[src/inverter_pulse_mode_selector_macros.svh]
// Assertion helpers shared by the pulse mode selector modules.
// Every macro samples on the rising edge of clk_i and is quiet while rst_ni is low.
`ifndef INVERTER_PULSE_MODE_SELECTOR_MACROS_SVH
`define INVERTER_PULSE_MODE_SELECTOR_MACROS_SVH

// A condition that must hold on every clock edge.
`define IPMS_ASSERT(lbl, prop, msg) \
  lbl: assert property (@(posedge clk_i) disable iff (!rst_ni) (prop)) \
    else $error(msg);

// A consequence that must hold on the same edge as its cause.
`define IPMS_ASSERT_IMPL(lbl, pre, post, msg) \
  lbl: assert property (@(posedge clk_i) disable iff (!rst_ni) (pre) |-> (post)) \
    else $error(msg);

// A consequence that must hold on the edge after its cause.
`define IPMS_ASSERT_NEXT(lbl, pre, post, msg) \
  lbl: assert property (@(posedge clk_i) disable iff (!rst_ni) (pre) |=> (post)) \
    else $error(msg);

`endif

[src/ipms_pkg.sv]
`default_nettype none

package ipms_pkg;

  // Field widths of the words on either side.
  localparam int unsigned FreqW    = 15;
  localparam int unsigned AmpW     = 15;
  localparam int unsigned CarrierW = 9;

  // Depth of the queue between the classifier and the amplitude datapath.
  localparam int unsigned IPMS_QUEUE_DEPTH = 2;

  // Pulse modes as they appear on the output.
  typedef enum logic [3:0] {
    MODE_ONE_PULSE   = 4'd0,
    MODE_THREE_PULSE = 4'd1,
    MODE_WCHM3       = 4'd2,
    MODE_WCHM5       = 4'd3,
    MODE_WCHM7       = 4'd4,
    MODE_CHM7        = 4'd5,
    MODE_CHM9        = 4'd6,
    MODE_CHM11       = 4'd7,
    MODE_CHM13       = 4'd8,
    MODE_CHM15       = 4'd9,
    MODE_ASYNC_THI   = 4'd10,
    MODE_ASYNC       = 4'd11
  } mode_e;

  // Rows of the linear amplitude table.
  typedef enum logic [2:0] {
    ROW_HIGH  = 3'd0,  // top slope, positive offset
    ROW_P_LIN = 3'd1,  // powering, CHM and async region
    ROW_P_CHM = 3'd2,  // powering, wide CHM region
    ROW_B_CHM = 3'd3,  // braking, wide CHM region
    ROW_B_LIN = 3'd4   // braking, upper CHM 7 band
  } row_e;

  // Slopes scaled by 2^34 / 100 and offsets scaled by 2^34.
  localparam logic [21:0]        K_R0C0 = 22'd3320774;
  localparam logic [21:0]        K_R0C1 = 22'd3825205;
  localparam logic [21:0]        K_R1C0 = 22'd2536432;
  localparam logic [21:0]        K_R1C1 = 22'd3172091;
  localparam logic [21:0]        K_R1C2 = 22'd2320124;
  localparam logic signed [31:0] B_POS  = 32'sd1717986918;
  localparam logic signed [31:0] B_R0C1 = -32'sd1282853044;
  localparam logic signed [31:0] B_R1C1 = -32'sd1634939431;

  // Amplitude limits in Q1.14.
  localparam logic [AmpW-1:0] AMP_MAX       = 15'd20480;
  localparam logic [AmpW-1:0] AMP_COAST_MIN = 15'd8160;
  localparam logic [AmpW-1:0] AMP_THREE_MAX = 15'd16384;

  // Carrier used for braking in the async region.
  localparam logic [CarrierW-1:0] CARRIER_BRAKE = 9'd400;

  // Stepped carrier table for powering below 24 Hz, thresholds descending.
  localparam int unsigned CarrierSteps = 8;
  localparam logic [FreqW-1:0] CARRIER_STEP [CarrierSteps] = '{
    15'd560, 15'd500, 15'd430, 15'd340, 15'd270, 15'd200, 15'd150, 15'd50
  };
  localparam logic [CarrierW-1:0] CARRIER_VAL [CarrierSteps+1] = '{
    9'd400, 9'd350, 9'd311, 9'd294, 9'd262, 9'd233, 9'd223, 9'd196, 9'd175
  };

  // One classified word waiting for the amplitude datapath.
  typedef struct packed {
    mode_e               mode;
    row_e                row;
    logic [CarrierW-1:0] carrier;
    logic                coast;
    logic                zero_amp;
    logic [FreqW-1:0]    freq;
  } item_t;

  function automatic logic [21:0] row_k(input row_e row);
    logic [21:0] k;
    case (row)
      ROW_P_LIN: k = K_R0C0;
      ROW_P_CHM: k = K_R0C1;
      ROW_B_CHM: k = K_R1C1;
      ROW_B_LIN: k = K_R1C0;
      default:   k = K_R1C2;
    endcase
    return k;
  endfunction

  function automatic logic signed [31:0] row_b(input row_e row);
    logic signed [31:0] b;
    case (row)
      ROW_P_CHM: b = B_R0C1;
      ROW_B_CHM: b = B_R1C1;
      default:   b = B_POS;
    endcase
    return b;
  endfunction

endpackage

`default_nettype wire

[src/ipms_front.sv]
`default_nettype none

module ipms_front (
  input  wire logic                        s_valid_i,
  output logic                             s_ready_o,
  input  wire logic [ipms_pkg::FreqW-1:0]  cmd_freq_i,
  input  wire logic [ipms_pkg::FreqW-1:0]  sin_freq_i,
  input  wire logic                        brake_i,
  input  wire logic                        coast_i,
  output logic                             push_valid_o,
  input  wire logic                        push_ready_i,
  output ipms_pkg::item_t                  push_item_o
);
  import ipms_pkg::*;

  logic [FreqW-1:0] cf;
  logic [FreqW-1:0] sf;
  logic [FreqW-1:0] carrier_freq;
  logic [3:0]       carrier_idx;
  item_t            item;

  assign cf = cmd_freq_i;
  assign sf = sin_freq_i;

  // The word is taken as soon as the queue has room.
  assign push_valid_o = s_valid_i;
  assign s_ready_o    = push_ready_i;
  assign push_item_o  = item;

  // In free run the sine frequency may also step the carrier up, so the
  // larger of the two frequencies drives the table.
  assign carrier_freq = (coast_i && (sf > cf)) ? sf : cf;

  // First step from the top that the frequency reaches; past the end is
  // the lowest carrier.
  always_comb begin
    carrier_idx = 4'(CarrierSteps);
    for (int i = CarrierSteps - 1; i >= 0; i--) begin
      if (carrier_freq >= CARRIER_STEP[i]) begin
        carrier_idx = 4'(i);
      end
    end
  end

  // Priority chains for powering and braking.
  always_comb begin
    item.mode     = MODE_ONE_PULSE;
    item.row      = ROW_HIGH;
    item.carrier  = '0;
    item.coast    = coast_i;
    item.zero_amp = (cf == '0);
    item.freq     = cf;
    if (!brake_i) begin
      if (cf >= 15'd8000) begin
        item.mode = MODE_ONE_PULSE;
      end else if (cf >= 15'd5900) begin
        item.mode = MODE_WCHM3;
        item.row  = ROW_P_CHM;
      end else if (coast_i && (sf >= 15'd5700)) begin
        item.mode = MODE_THREE_PULSE;
      end else if (cf >= 15'd5700) begin
        item.mode = MODE_WCHM5;
        item.row  = ROW_P_CHM;
      end else if (cf >= 15'd5350) begin
        item.mode = MODE_WCHM7;
        item.row  = ROW_P_CHM;
      end else begin
        item.row = ROW_P_LIN;
        if (cf >= 15'd4350) begin
          item.mode = MODE_CHM7;
        end else if (cf >= 15'd3670) begin
          item.mode = MODE_CHM9;
        end else if (cf >= 15'd3000) begin
          item.mode = MODE_CHM11;
        end else if (cf >= 15'd2700) begin
          item.mode = MODE_CHM13;
        end else if (cf >= 15'd2400) begin
          item.mode = MODE_CHM15;
        end else begin
          item.mode    = MODE_ASYNC_THI;
          item.carrier = CARRIER_VAL[carrier_idx];
        end
      end
    end else begin
      if (cf >= 15'd7950) begin
        item.mode = MODE_ONE_PULSE;
      end else if (cf >= 15'd7070) begin
        item.mode = MODE_WCHM3;
        item.row  = ROW_B_CHM;
      end else if (coast_i && (sf >= 15'd6335)) begin
        item.mode = MODE_THREE_PULSE;
      end else if (cf >= 15'd6335) begin
        item.mode = MODE_WCHM5;
        item.row  = ROW_B_CHM;
      end else if (cf >= 15'd5684) begin
        item.mode = MODE_WCHM7;
        item.row  = ROW_B_CHM;
      end else if (cf >= 15'd5350) begin
        item.mode = MODE_CHM7;
        item.row  = ROW_B_LIN;
      end else if (cf >= 15'd4100) begin
        item.mode = MODE_CHM7;
      end else if (cf >= 15'd3450) begin
        item.mode = MODE_CHM9;
      end else if (cf >= 15'd2890) begin
        item.mode = MODE_CHM11;
      end else if (cf >= 15'd2490) begin
        item.mode = MODE_CHM13;
      end else if (cf >= 15'd2240) begin
        item.mode = MODE_CHM15;
      end else if (cf > 15'd400) begin
        item.mode    = MODE_ASYNC_THI;
        item.carrier = CARRIER_BRAKE;
      end else begin
        // Low-speed braking: plain async with the output held at zero.
        item.mode     = MODE_ASYNC;
        item.carrier  = CARRIER_BRAKE;
        item.zero_amp = 1'b1;
      end
    end
  end

endmodule

`default_nettype wire

[src/ipms_queue.sv]
`default_nettype none

`include "inverter_pulse_mode_selector_macros.svh"

module ipms_queue #(
  parameter int unsigned Depth = ipms_pkg::IPMS_QUEUE_DEPTH
) (
  input  wire logic             clk_i,
  input  wire logic             rst_ni,
  input  wire logic             push_valid_i,
  output logic                  push_ready_o,
  input  wire ipms_pkg::item_t  push_item_i,
  output logic                  pop_valid_o,
  input  wire logic             pop_ready_i,
  output ipms_pkg::item_t       pop_item_o
);
  import ipms_pkg::*;

  localparam int unsigned PtrW = (Depth > 1) ? $clog2(Depth) : 1;
  localparam int unsigned CntW = $clog2(Depth + 1);

  item_t            mem_q [Depth];
  logic [PtrW-1:0]  wr_ptr_q, wr_ptr_d;
  logic [PtrW-1:0]  rd_ptr_q, rd_ptr_d;
  logic [CntW-1:0]  count_q, count_d;
  logic             push;
  logic             pop;

  assign push_ready_o = (count_q != CntW'(Depth));
  assign pop_valid_o  = (count_q != '0);
  assign pop_item_o   = mem_q[rd_ptr_q];
  assign push         = push_valid_i && push_ready_o;
  assign pop          = pop_valid_o && pop_ready_i;

  // Pointer and fill level updates, wrapping at the depth.
  always_comb begin
    wr_ptr_d = wr_ptr_q;
    rd_ptr_d = rd_ptr_q;
    count_d  = count_q;
    if (push) begin
      wr_ptr_d = (wr_ptr_q == PtrW'(Depth - 1)) ? '0 : wr_ptr_q + 1'b1;
    end
    if (pop) begin
      rd_ptr_d = (rd_ptr_q == PtrW'(Depth - 1)) ? '0 : rd_ptr_q + 1'b1;
    end
    if (push && !pop) begin
      count_d = count_q + 1'b1;
    end else if (pop && !push) begin
      count_d = count_q - 1'b1;
    end
  end

  always_ff @(posedge clk_i or negedge rst_ni) begin
    if (!rst_ni) begin
      wr_ptr_q <= '0;
      rd_ptr_q <= '0;
      count_q  <= '0;
    end else begin
      wr_ptr_q <= wr_ptr_d;
      rd_ptr_q <= rd_ptr_d;
      count_q  <= count_d;
    end
  end

  // Storage needs no reset; the fill level guards every read.
  always_ff @(posedge clk_i) begin
    if (push) begin
      mem_q[wr_ptr_q] <= push_item_i;
    end
  end

  // The fill level follows pushes and pops one for one.
  `IPMS_ASSERT_NEXT(a_count_up, push && !pop, count_q == $past(count_q) + 1'b1,
    "queue level did not rise on a push")
  `IPMS_ASSERT_NEXT(a_count_down, pop && !push, count_q == $past(count_q) - 1'b1,
    "queue level did not fall on a pop")

endmodule

`default_nettype wire

[src/ipms_back.sv]
`default_nettype none

`include "inverter_pulse_mode_selector_macros.svh"

module ipms_back (
  input  wire logic                            clk_i,
  input  wire logic                            rst_ni,
  input  wire logic                            in_valid_i,
  output logic                                 in_ready_o,
  input  wire ipms_pkg::item_t                 in_item_i,
  output logic                                 out_valid_o,
  input  wire logic                            out_ready_i,
  output ipms_pkg::mode_e                      pwm_mode_o,
  output logic [ipms_pkg::AmpW-1:0]            amplitude_o,
  output logic [ipms_pkg::CarrierW-1:0]        carrier_hz_o
);
  import ipms_pkg::*;

  logic                       advance;
  logic [21:0]                k;
  logic signed [31:0]         b;
  logic [36:0]                prod;
  logic signed [38:0]         sum_d;

  logic                       s1_valid_q;
  logic signed [38:0]         s1_sum_q;
  mode_e                      s1_mode_q;
  logic [CarrierW-1:0]        s1_carrier_q;
  logic                       s1_coast_q;
  logic                       s1_zero_q;

  logic [37:0]                rounded;
  logic [17:0]                amp_raw;
  logic [AmpW+1:0]            amp_x4;
  logic [33:0]                amp_div;
  logic [AmpW-1:0]            amp_d;

  logic                       out_valid_q;
  mode_e                      out_mode_q;
  logic [AmpW-1:0]            out_amp_q;
  logic [CarrierW-1:0]        out_carrier_q;

  // Rounded line value clamped to AMP_MAX in Q1.14, zero when negative.
  function automatic logic [AmpW-1:0] amp_d_pre(input logic neg, input logic [17:0] a);
    logic [AmpW-1:0] r;
    if (neg) begin
      r = '0;
    end else if (a > 18'(AMP_MAX)) begin
      r = AMP_MAX;
    end else begin
      r = a[AmpW-1:0];
    end
    return r;
  endfunction

  // The whole pipeline moves whenever the output register can take a word.
  assign advance    = !out_valid_q || out_ready_i;
  assign in_ready_o = advance;

  // Stage one: amplitude line k*f + B with 34 fractional bits.
  assign k     = row_k(in_item_i.row);
  assign b     = row_b(in_item_i.row);
  assign prod  = 37'(k) * 37'(in_item_i.freq);
  assign sum_d = $signed({2'b00, prod}) + {{7{b[31]}}, b};

  always_ff @(posedge clk_i or negedge rst_ni) begin
    if (!rst_ni) begin
      s1_valid_q  <= 1'b0;
      out_valid_q <= 1'b0;
    end else if (advance) begin
      s1_valid_q  <= in_valid_i;
      out_valid_q <= s1_valid_q;
    end
  end

  always_ff @(posedge clk_i) begin
    if (advance) begin
      s1_sum_q      <= sum_d;
      s1_mode_q     <= in_item_i.mode;
      s1_carrier_q  <= in_item_i.carrier;
      s1_coast_q    <= in_item_i.coast;
      s1_zero_q     <= in_item_i.zero_amp;
    end
  end

  // Stage two: round to Q1.14, clamp, apply the cuts and the three-pulse
  // scaling. The divide by five is a multiply by ceil(2^18/5), exact for
  // every value below 2^18.
  assign rounded = s1_sum_q[37:0] + 38'(20'h80000);
  assign amp_raw = rounded[37:20];
  assign amp_x4  = {amp_d_pre(s1_sum_q[38], amp_raw), 2'b00};
  assign amp_div = 34'(amp_x4) * 34'd52429;

  always_comb begin
    amp_d = amp_d_pre(s1_sum_q[38], amp_raw);
    if (s1_coast_q && (amp_d < AMP_COAST_MIN)) begin
      amp_d = '0;
    end
    if (s1_zero_q) begin
      amp_d = '0;
    end
    if (s1_mode_q == MODE_THREE_PULSE) begin
      amp_d = amp_div[AmpW+17:18];
    end
    if ((s1_mode_q == MODE_THREE_PULSE) && (s1_zero_q ||
        (s1_coast_q && (amp_d_pre(s1_sum_q[38], amp_raw) < AMP_COAST_MIN)))) begin
      amp_d = '0;
    end
  end

  always_ff @(posedge clk_i) begin
    if (advance) begin
      out_mode_q    <= s1_mode_q;
      out_amp_q     <= amp_d;
      out_carrier_q <= s1_carrier_q;
    end
  end

  assign out_valid_o  = out_valid_q;
  assign pwm_mode_o   = out_mode_q;
  assign amplitude_o  = out_amp_q;
  assign carrier_hz_o = out_carrier_q;

  // Three-pulse words are scaled down, low-speed braking is silent, and
  // only async modes carry a carrier.
  `IPMS_ASSERT_IMPL(a_three_scaled, out_valid_q && (out_mode_q == MODE_THREE_PULSE),
    out_amp_q <= AMP_THREE_MAX, "three-pulse amplitude above 1.0")
  `IPMS_ASSERT_IMPL(a_async_silent, out_valid_q && (out_mode_q == MODE_ASYNC),
    (out_amp_q == '0) && (out_carrier_q == CARRIER_BRAKE),
    "low-speed braking word not silent")
  `IPMS_ASSERT_IMPL(a_carrier_async, out_valid_q && (out_carrier_q != '0),
    (out_mode_q == MODE_ASYNC) || (out_mode_q == MODE_ASYNC_THI),
    "carrier given in a synchronous mode")

endmodule

`default_nettype wire

[src/inverter_pulse_mode_selector.sv]
// Pulse mode selector for a traction inverter. Each input word carries the
// commanded and the present sine frequency (0.01 Hz units) with the brake and
// free-run flags; each output word gives the PWM pulse mode, the modulation
// amplitude in unsigned Q1.14 and the async carrier in Hz (0 when synchronous).
// One word is accepted and one result given per clock cycle when the output
// side keeps up. An accepted word passes the classifier, a two-entry queue and
// a two-stage amplitude datapath (one multiply-add stage, one rounding and
// scaling stage into the output register) on its way to the output. At full
// rate the queue holds one word with one entry to spare, so the input side
// keeps taking one more word after the output side stops. There is no
// configuration and no start-up sweep; words are taken as soon as reset is
// released.
`default_nettype none

module inverter_pulse_mode_selector #(
  parameter int unsigned QueueDepth = ipms_pkg::IPMS_QUEUE_DEPTH
) (
  input  wire logic        clk_i,
  input  wire logic        rst_ni,
  input  wire logic        s_axis_tvalid,
  output logic             s_axis_tready,
  // [14:0] cmd_freq, [29:15] sin_freq, [31:30] zero
  input  wire logic [31:0] s_axis_tdata,
  // [0] brake, [1] coast
  input  wire logic [1:0]  s_axis_tuser,
  output logic             m_axis_tvalid,
  input  wire logic        m_axis_tready,
  // [14:0] amplitude, [23:15] carrier_hz
  output logic [23:0]      m_axis_tdata,
  // [3:0] pwm_mode
  output logic [3:0]       m_axis_tuser
);
  import ipms_pkg::*;

  logic                push_valid;
  logic                push_ready;
  item_t               push_item;
  logic                pop_valid;
  logic                pop_ready;
  item_t               pop_item;
  mode_e               pwm_mode;
  logic [AmpW-1:0]     amplitude;
  logic [CarrierW-1:0] carrier_hz;

  // Classify each word into mode, table row and carrier.
  ipms_front u_front (
    .s_valid_i      (s_axis_tvalid),
    .s_ready_o      (s_axis_tready),
    .cmd_freq_i     (s_axis_tdata[14:0]),
    .sin_freq_i     (s_axis_tdata[29:15]),
    .brake_i        (s_axis_tuser[0]),
    .coast_i        (s_axis_tuser[1]),
    .push_valid_o   (push_valid),
    .push_ready_i   (push_ready),
    .push_item_o    (push_item)
  );

  // Short queue that decouples classification from the datapath.
  ipms_queue #(
    .Depth (QueueDepth)
  ) u_queue (
    .clk_i        (clk_i),
    .rst_ni       (rst_ni),
    .push_valid_i (push_valid),
    .push_ready_o (push_ready),
    .push_item_i  (push_item),
    .pop_valid_o  (pop_valid),
    .pop_ready_i  (pop_ready),
    .pop_item_o   (pop_item)
  );

  // Amplitude evaluation and output register.
  ipms_back u_back (
    .clk_i        (clk_i),
    .rst_ni       (rst_ni),
    .in_valid_i   (pop_valid),
    .in_ready_o   (pop_ready),
    .in_item_i    (pop_item),
    .out_valid_o  (m_axis_tvalid),
    .out_ready_i  (m_axis_tready),
    .pwm_mode_o   (pwm_mode),
    .amplitude_o  (amplitude),
    .carrier_hz_o (carrier_hz)
  );

  assign m_axis_tdata = {carrier_hz, amplitude};
  assign m_axis_tuser = pwm_mode;

endmodule

`default_nettype wire
[config.mk]
export PLATFORM = sky130hd
export DESIGN_NAME = inverter_pulse_mode_selector
export DESIGN_NICKNAME = d
export VERILOG_FILES = /design/src/ipms_pkg.sv /design/src/ipms_front.sv /design/src/ipms_queue.sv /design/src/ipms_back.sv /design/src/inverter_pulse_mode_selector.sv
export VERILOG_INCLUDE_DIRS = /design/src /design/src/src
export SDC_FILE = /design/constraint.sdc
export NUM_CORES = 1
export LEC_CHECK = 0
export ABC_AREA = 1
export BUFFER_PORTS_ARGS = -buffer_cell sky130_fd_sc_hd__buf_2
export CAP_MARGIN = 20
export CORE_MARGIN = 3
export CORE_UTILIZATION = 50
export DETAILED_ROUTE_END_ITERATION = 10
export GPL_TIMING_DRIVEN = 0
export HOLD_SLACK_MARGIN = 0.02
export PLACE_DENSITY_LB_ADDON = 0.15
export SETUP_SLACK_MARGIN = 0.3
export SLEW_MARGIN = 10
export SYNTH_ARGS = -nofsm -noshare
export SYNTH_HDL_FRONTEND = slang
export SYNTH_SLANG_ARGS = --single-unit
[constraint.sdc]
create_clock -name clk_i -period 11.07 [get_ports clk_i]
set_input_delay 1.107 -clock clk_i [delete_from_list [all_inputs] [get_ports clk_i]]
set_output_delay 1.107 -clock clk_i [all_outputs]
set_load 0.05 [all_outputs]
After elaboration in Yosys (flattened, before gate mapping). Memory sizes are Yosys's and may differ from the RTL's. Index checks and enable logic that the tools add are counted.

Flip-flop bits (word level): 88. Bits in writable memories: 66. ROM bits: 144. Bits of input ports: 38. Output and inout port bits: 30. Word-level logic and storage cells: 162. Memories: 2.

Memory list: (name not given) (words 16, width 9, read ports 1, clocked after Yosys merged registers in 0, wr ports 0, RTL line ipms_front.sv:81) `item.carrier = CARRIER_VAL[carrier_idx];`; u_queue.mem_q (words 2, width 33, read ports 1, clocked after Yosys merged registers in 0, wr ports 1, RTL line ipms_queue.sv:22) `item_t mem_q [Depth];`.

$add $sub $neg: 6. Multiply operators: 2. Magnitude comparators: 33. Eq/ne operators: 6. Muxes and demuxes: 82. Bitwise logic cells: 1. Reductions and logical operators: 17.

Operator list (number): $ge 15x13->1 const B (12); $mux 9 (19); $ge 15x12->1 const B (8); $mux 15 (6); $pmux 21 s4 (1); $mux 4 (20); $pmux 32 s2 (1); $ge 15x9->1 const B (4); $mux 12 (4); $mux 7 (6); $add 38x32->39 (1); $add 38x20->38 const B (1); $mul 22x15->37 (1); $mul 15x16->31 const B (1); $ge 15x8->1 const B (2); $gt 18x15->1 const B (1); $mux 1 (18); $mux 16 (1); $ge 15x10->1 const B (1); $ge 15x6->1 const B (1); $gt 15x15->1 (1); $gt 15x9->1 const B (1); $logic_not 15->1 (1); $lt 15x13->1 const B (1); other kinds (16) (34).

Depth between registers and ports, before layout. Gate-level depths: netlist (run 1).

Word-level depth: 27. Depth in mapped cells: 50.

Cells and area by module. From an unflattened synthesis (run 1), not the netlist that was laid out.

Cells, all modules: 2980. Area, all modules: 23889.2 µm².

Modules (own cells, without submodules): ipms_back (instances 1, cells an instance 2351, area each 18901.9 µm², seq. area each 1941.9 µm²); ipms_queue (instances 1, cells an instance 201, area each 2703.8 µm², seq. area each 2082.0 µm²); ipms_front (instances 1, cells an instance 428, area each 2283.4 µm², seq. area each 0.0 µm²).

Worst setup path after synthesis (run 1). No wires, ideal clock.

Kind: reg-to-reg. From: register u_queue.rd_ptr_q. To: register u_back.s1_sum_q[38] (data pin). Arrival time: 8.407 ns. Data required time: 10.816 ns. Setup slack: 2.409 ns. Cell stages (with the launch flop): 44. Path buffers: 1. Clock period less this slack: 8.661 ns. Cell sequence: dfrtp_1 inv_2 nand2_1 o21ai_1 inv_1 nor2_1 inv_1 nand2_1 inv_2 buf_2 nor2_1 inv_1 fa_1 fa_1 inv_1 fa_1 fa_1 fa_1 [8 not listed] nand3_1 nand3_1 nand3_1 nand2_1 nand3_1 nand2_1 nand3_1 nand2_1 a31oi_1 xor2_1 ha_1 nand2_1 nor2_1 inv_1 nor4_1 nand3_1 nand4_1 nand2_1.

Cells in the longest elaborated chain, start to end: 5. Elaborated cells between the ends (all ways): 9.

RTL lines: start: declaration (RTL line ipms_queue.sv:24) `logic [PtrW-1:0] rd_ptr_q, rd_ptr_d;`; start signal: assignment (RTL line ipms_queue.sv:60) `rd_ptr_q <= rd_ptr_d;`; $mem_v2 2x33 (*); $eq 3x3->1, or another cell as far along (RTL line ipms_pkg.sv:77) `case (row)`; $pmux 21 s4 (RTL line ipms_pkg.sv:77); $mul 22x15->37 (RTL line ipms_back.sv:63) `assign prod = 37'(k) * 37'(in_item_i.freq);`; $add 38x32->39 (*) (RTL line ipms_back.sv:64) `assign sum_d = $signed({2'b00, prod}) + {{7{b[31]}}, b};`; net u_back.sum_d[38] (RTL line ipms_back.sv:23) `logic signed [38:0] sum_d;`; end signal: assignment (RTL line ipms_back.sv:78) `s1_sum_q <= sum_d;`; end: declaration (RTL line ipms_back.sv:26) `logic signed [38:0] s1_sum_q;`.

The timed path passes the listed nets; every way through them passes the cells marked *. A chain may end at the register's enable or synchronous reset.

Final worst setup path (run 1). Ends and elaborated chain as after synthesis.

==> flow_summary.ini, run 1 <==
[placed_design]
place.gp.congestion = 0.982
placement.io_buffers = 65
place_area_um2 = 24700
detailed_place_hpwl_mm = 57.2
detailedPlace.worstSlack_ns = 0.00862
place_inst = 3610

[floorplanning]
initial_utilization_pct = 51.2
die_w_um = 223
fp-row-count = 78
fp.dieArea_um2 = 49600
number_of_placed_i_o_pins = 68
chipHeight_um = 223
placeableCoreArea_um2 = 45900

[sta]
timing.final.hold_violations = 0
worst_pin_slew_ns = 1.22
final.setup.tns_ns = 0
final.setup.worst_slack_ns = 0.790
layout_min_cycle_time_ns = 10.28
finalSetupViolations = 0
grt_setup_unrepaired = false
maxClockFrequency_mhz = 97.3
clock-skew-final_ns = 0.00927
max-slew-margin-rel_pct = 17.8
finalCritPeriodShare_pct = 92.9
max_slew_violation_total_from_the_final_report = 0

[grt]
number_of_global_route_vias_before_repair = 19800
wire_length_of_the_first_global_routing_pass_mm = 106
grt_max_degree = 53
grt_overflow = 0
grt_antenna_before_repair = 0
globalRouteTotalUtil_pct = 27.2

[worst_hold_path]
hold_class = flip-flop to flip-flop

[setup_path]
critical_path.slowest_cell = sky130_fd_sc_hd__fa_1
startpoint_type = flip-flop
cp_data_required_time_ns = 11.22
crit_start = u_queue.rd_ptr_q$_DFFE_PN0P_
cpPeakStageDelay_ns = 0.59
ff2ff_path_depth = 41
cpMostUsedCell = sky130_fd_sc_hd__nand2_1
regToRegStartpoint = u_queue.rd_ptr_q$_DFFE_PN0P_
regToRegEndpoint = u_back.s1_sum_q[38]$_DFFE_PN_
cp_max_fo = 10
worstPathArrival_ns = 10.43
critical_path_end_type = flip-flop
worst-r2r-setup-slack_ns = 0.79
cp-endpoint = u_back.s1_sum_q[38]$_DFFE_PN_
timing_worst_setup_path_type = flip-flop to flip-flop

[yosys]
netlist-cell-type-count = 52
async_reset_ff_share_pct = 4.44
syn_nets = 3559
ys_top_cells_by_count = sky130_fd_sc_hd__inv_1, sky130_fd_sc_hd__nand2_1, sky130_fd_sc_hd__fa_1
post_synth.cell_area_avg_um2 = 8.00
synthFlopType = sky130_fd_sc_hd__edfxtp_1
synthesis.area_um2 = 23500
synth_most_common_cell = sky130_fd_sc_hd__inv_1
netlist_top_cells_area = sky130_fd_sc_hd__fa_1, sky130_fd_sc_hd__edfxtp_1, sky130_fd_sc_hd__ha_1
syn-instance-count = 2936
synth_enable_flop_cells = 129
yosys_warnings = 0
yosysTopAreaCellShare_pct = 27.0
seq_area_frac_synth_pct = 17.1
yosysTopAreaCell = sky130_fd_sc_hd__fa_1
synthesis_stage_register_bit_count = 135

[cts]
numClockSinks = 135
insertion_delay_ns = 0.42
cts.root.buffer_cell = sky130_fd_sc_hd__clkbuf_16
hold_buffer_count_at_cts = 0
cts-root-to-sink-buffers = 2
cts_htree_levels = 4
cts.reportedPaths.clkPinSlew_ns = 0.06
tritoncts_clock_tree = built
cts_inserted_buffers = 17

[finish]
finish.instance_area_um2 = 25400
finalNetCount = 3657
area_delta_synth_final_pct = 8.12
layout-drive-gt1-share_pct = 5.98
n_fill_cell = 4464
final-instance-count-excl-fill = 3647

[drt]
vias_per_cell = 5.39
route.antenna.remaining_nets = 0
route.detailed.drc = 0
sum_of_routed_wire_length_over_all_layers_mm = 66.7
routedWlPerCell_um = 18.3
drtPass1Iterations = 5
num_vias = 19700
dr.first_iter.drc_count = 1380

[flow_run]
cap_violations = 0

[outcome]
status = complete, no violations
## layer usage
layer	up-vias	routed length [µm]	GRT usage, %
met3	84	4730	4.41
met4	0	1210	5.37
li1	9428	-	-
met1	9483	29700	38.6
met2	669	31000	44.7
met5	-	0	0
## state kept, by name, indices dropped and copies added, names as in the netlist
name                 count
u_queue.count_q          2
u_back.s1_carrier_q      9
u_back.out_valid_o       1
u_back.carrier_hz_o      9
u_queue.mem_q           66
u_back.pwm_mode_o        4
u_back.s1_valid_q        1
u_back.s1_zero_q         1
u_back.s1_coast_q        1
u_queue.rd_ptr_q         1
u_back.amplitude_o      15
u_queue.wr_ptr_q         1
u_back.s1_sum_q         20
u_back.s1_mode_q         4
## kinds of logic after synthesis
| group | Yosys count | synth area share [%] |
|---|---|---|
| AO/OA/AOI/OAI | 357 | 8.53 |
| XOR/XNOR | 56 | 2.12 |
| adder cells (fa/ha/maj) | 585 | 41.3 |
| buffers and inverters | 713 | 11.5 |
| flip-flops | 135 | 17.1 |
| AND/OR/NAND/NOR | 1090 | 19.4 |
## cells in the final DEF, fill, tap and decap left out, drive strengths merged, types with 44 or more instances in the layout
cell type,netlist,routed
o21ai,126,126
nand2,570,570
buf,11,90
nor2,307,307
a21oi,151,151
ha,268,268
edfxtp,129,129
fa,317,317
clkbuf,25,44
inv,672,676
nand3,118,118
## critical path: cells and delay by family, from the launching register on
| family | cells | cell delay [ns] |
|---|---|---|
| AND/OR/NAND/NOR | 23 | 3.88 |
| adder cells (fa/ha/maj) | 8 | 4.03 |
| buffers and inverters | 8 | 1.32 |
| flip-flops | 1 | 0.47 |
| XOR/XNOR | 1 | 0.16 |
| AO/OA/AOI/OAI | 1 | 0.11 |
## stage by stage
stage / utilization, % / hold slack, ns
floorplan: - / 0.400
global placement: 53.5 / 0.402
detailed placement: 53.9 / 0.405
CTS: 55.2 / 0.415
global route: 55.4 / 0.425
finish: 55.4 / 0.414
## cell type report
| class | count | area (µm²) | share of cell area (%) |
|---|---|---|---|
| repair buffers | 79 | 499 | 1.97 |
| diodes | 1 | 2.50 | 0.00986 |
| plain buffers | 36 | 158 | 0.621 |
| well taps | 600 | 751 | 2.96 |
| flip-flops and latches | 135 | 4020 | 15.8 |
| clock inverters | 12 | 143 | 0.562 |
| inverters | 677 | 2540 | 10.0 |
| clock buffers | 19 | 433 | 1.70 |
| multi-input cells | 2088 | 16800 | 66.3 |
## how the worst min path moves through the flow
stage / start / to / slack [ns] / depth (start not counted)
final: u_back.s1_carrier_q[5]$_DFFE_PN_ / u_back.carrier_hz_o[5]$_DFFE_PN_ / 0.41 / 0
after global routing: u_back.s1_carrier_q[1]$_DFFE_PN_ / u_back.carrier_hz_o[1]$_DFFE_PN_ / 0.42 / 0
after CTS: u_back.s1_carrier_q[5]$_DFFE_PN_ / u_back.carrier_hz_o[5]$_DFFE_PN_ / 0.41 / 0
after detailed placement: u_back.s1_carrier_q[8]$_DFFE_PN_ / u_back.carrier_hz_o[8]$_DFFE_PN_ / 0.41 / 0
after global placement: u_back.s1_carrier_q[5]$_DFFE_PN_ / u_back.carrier_hz_o[5]$_DFFE_PN_ / 0.40 / 0
after floorplan: u_back.s1_carrier_q[0]$_DFFE_PN_ / u_back.carrier_hz_o[0]$_DFFE_PN_ / 0.40 / 0
## what timing repair did
action                     in CTS  in global routing
buffers inserted                0                  5
pin swaps                       0                  1
resized for setup               3                 16
setup endpoints to repair       4                 11
Power of run 1 is left out: the tool's default activity adds up to more than one toggle a clock period on the data nets, which glitch-free logic cannot reach.
==> run 2, diff against run 1 <==
Settings changed: BUFFER_PORTS_ARGS -buffer_cell sky130_fd_sc_hd__buf_2 to -buffer_cell sky130_fd_sc_hd__buf_4.
Clock period 11.07 ns to 11.3 ns, I/O delays scaled along.
==> run 2 against run 1 <==
Non-clock buffer count down 8. Core utilization up 0.18 points. Sequential share of layout area down 0.051 points. Hold slack better by 0.0033 ns. Sequential cell count unchanged. Clock-buffer cell count down 1. Final cell count down 0.22%. Setup slack better by 0.047 ns. Critical path depth unchanged. Via count about the same. Register-to-register slack better by 0.05 ns. Global-route usage down 0.20 points.
==> flow_summary.ini, run 2 (same netlist as run 1, synthesis figures left out) <==
[outcome]
status = complete, no violations

[drt]
dr.first_iter.drc_count = 1448
vias_per_cell = 5.40
route.antenna.remaining_nets = 0
routedWlPerCell_um = 18.3
drtPass1Iterations = 6
num_vias = 19600
route.detailed.drc = 0
sum_of_routed_wire_length_over_all_layers_mm = 66.4

[floorplanning]
fp.dieArea_um2 = 49600
placeableCoreArea_um2 = 45900
chipHeight_um = 223
fp-row-count = 78
initial_utilization_pct = 51.2
die_w_um = 223
number_of_placed_i_o_pins = 68

[sta]
max_slew_violation_total_from_the_final_report = 0
holdWs_ns = 0.417
clock-skew-final_ns = 0.0153
layout_min_cycle_time_ns = 10.46
max-slew-margin-rel_pct = 23.0
grt_setup_unrepaired = false
maxClockFrequency_mhz = 95.6
worst_pin_slew_ns = 1.15
final.setup.tns_ns = 0
timing.final.hold_violations = 0
finalSetupViolations = 0
finalCritPeriodShare_pct = 92.6

[cts]
numClockSinks = 135
tritoncts_clock_tree = built
cts_inserted_buffers = 17
cts.reportedPaths.clkPinSlew_ns = 0.07
cts-root-to-sink-buffers = 2
cts_htree_levels = 4
post-cts-setup-buffer-count = 0
cts.root.buffer_cell = sky130_fd_sc_hd__clkbuf_16
hold_buffer_count_at_cts = 0
insertion_delay_ns = 0.43

[placed_design]
place.gp.congestion = 0.978
detailed_place_hpwl_mm = 56.3
place_inst = 3606
placement.io_buffers = 65

[setup_path]
cp_data_required_time_ns = 11.46
cpPeakStageDelay_ns = 0.60
critical_path_end_type = flip-flop
timing_worst_setup_path_type = flip-flop to flip-flop
cp_max_fo = 10
path_delay_family = simple AND/OR/NAND/NOR gates
cpMostUsedCell = sky130_fd_sc_hd__nand2_1
buf_inv_on_cp = 7
worstPathArrival_ns = 10.62
startpoint_type = flip-flop
critical_path.slowest_cell = sky130_fd_sc_hd__fa_1

[finish]
final-instance-count-excl-fill = 3639
area_delta_synth_final_pct = 8.47
ant_cells = 0
largest_register = u_queue.mem_q
final_core_util_pct = 55.5
layout-drive-gt1-share_pct = 5.79
layout_commonest_cell = sky130_fd_sc_hd__inv_1
sequential_cell_area_um2 = 4020
n_fill_cell = 4386
leading_cell_types_in_the_layout_fill_and_taps_excluded = sky130_fd_sc_hd__inv_1, sky130_fd_sc_hd__nand2_1, sky130_fd_sc_hd__fa_1
finalNetCount = 3649
largest_reg_flops = 66
combined_area_of_the_multi_input_logic_cells_um2 = 16800

[flow_run]
cap_violations = 0

[grt]
globalRouteTotalUtil_pct = 27.0
grt_overflow = 0
number_of_global_route_vias_before_repair = 20100
grt_antenna_before_repair = 0
grt_max_degree = 53
wire_length_of_the_first_global_routing_pass_mm = 106

[worst_hold_path]
hold_class = flip-flop to flip-flop
run 2: cell count changes in the layout (fill, tap and decap cells not counted), moves of 2 or more:
cell and delta:
sky130_fd_sc_hd__buf_4 +57, sky130_fd_sc_hd__inv_8 +2, sky130_fd_sc_hd__buf_2 -65, sky130_fd_sc_hd__nor2_2 -2
sky130_fd_sc_hd__clkbuf_1 -2, sky130_fd_sc_hd__bufinv_16 -2
run 2: routing by layer:
metal  share of wire [%]  global-route usage, %  vias to the layer above
met2                  47                   44.1                      650
met5                   0                      0                        -
met1                  44                   37.5                     9479
li1                    -                      -                     9420
met3                 6.9                   4.93                       99
met4                 2.3                   6.71                        0
run 2: final timing paths:
path | startpoint | slack [ns] | end | cells after the start
max | u_queue.rd_ptr_q$_DFFE_PN0P_ | 0.84 | u_back.s1_sum_q[37]$_DFFE_PN_ | 41
max in group asynchronous | rst_ni | 10.68 | u_queue.count_q[1]$_DFFE_PN0P_ | 1
min in group asynchronous | rst_ni | 0.50 | u_queue.count_q[0]$_DFFE_PN0P_ | 1
min reg2reg | u_back.s1_carrier_q[6]$_DFFE_PN_ | 0.42 | u_back.carrier_hz_o[6]$_DFFE_PN_ | 0
max reg2reg | u_queue.rd_ptr_q$_DFFE_PN0P_ | 0.84 | u_back.s1_sum_q[37]$_DFFE_PN_ | 41
min | u_back.s1_carrier_q[6]$_DFFE_PN_ | 0.42 | u_back.carrier_hz_o[6]$_DFFE_PN_ | 0
run 2: repair_timing:
action	4_1_cts	5_1_grt
pin swaps	0	0
setup endpoints to repair	2	13
resized for setup	1	15
run 2: final cells by class:
class	instances	share of cell area [%]
repair buffers	71	2.31
clock buffers	18	1.72
multi-input cells	2088	66.1
inverters	677	9.99
well taps	600	2.95
clock inverters	14	0.511
plain buffers	36	0.619
flip-flops and latches	135	15.8
run 2: worst register-to-register path, delay by kind of cell (launching register included):
family,cells,cell delay [ns]
DFF,1,0.49
AOI/OAI and AO/OA,1,0.11
buffers and inverters,7,1.24
adders and majority gates,8,3.98
xor gates and xnor gates,1,0.16
and+or+nand+nor,24,4.22
run 2: through the flow:
stage / cell area [µm²] / worst slack, ns
global placement: 24700 / -0.394
global route: 25500 / 0.268
CTS: 25400 / 0.401
detailed placement: 24900 / 0.269
floorplan: 23500 / 2.64
finish: 25500 / 0.837
Power of run 2 is left out for the same reason.
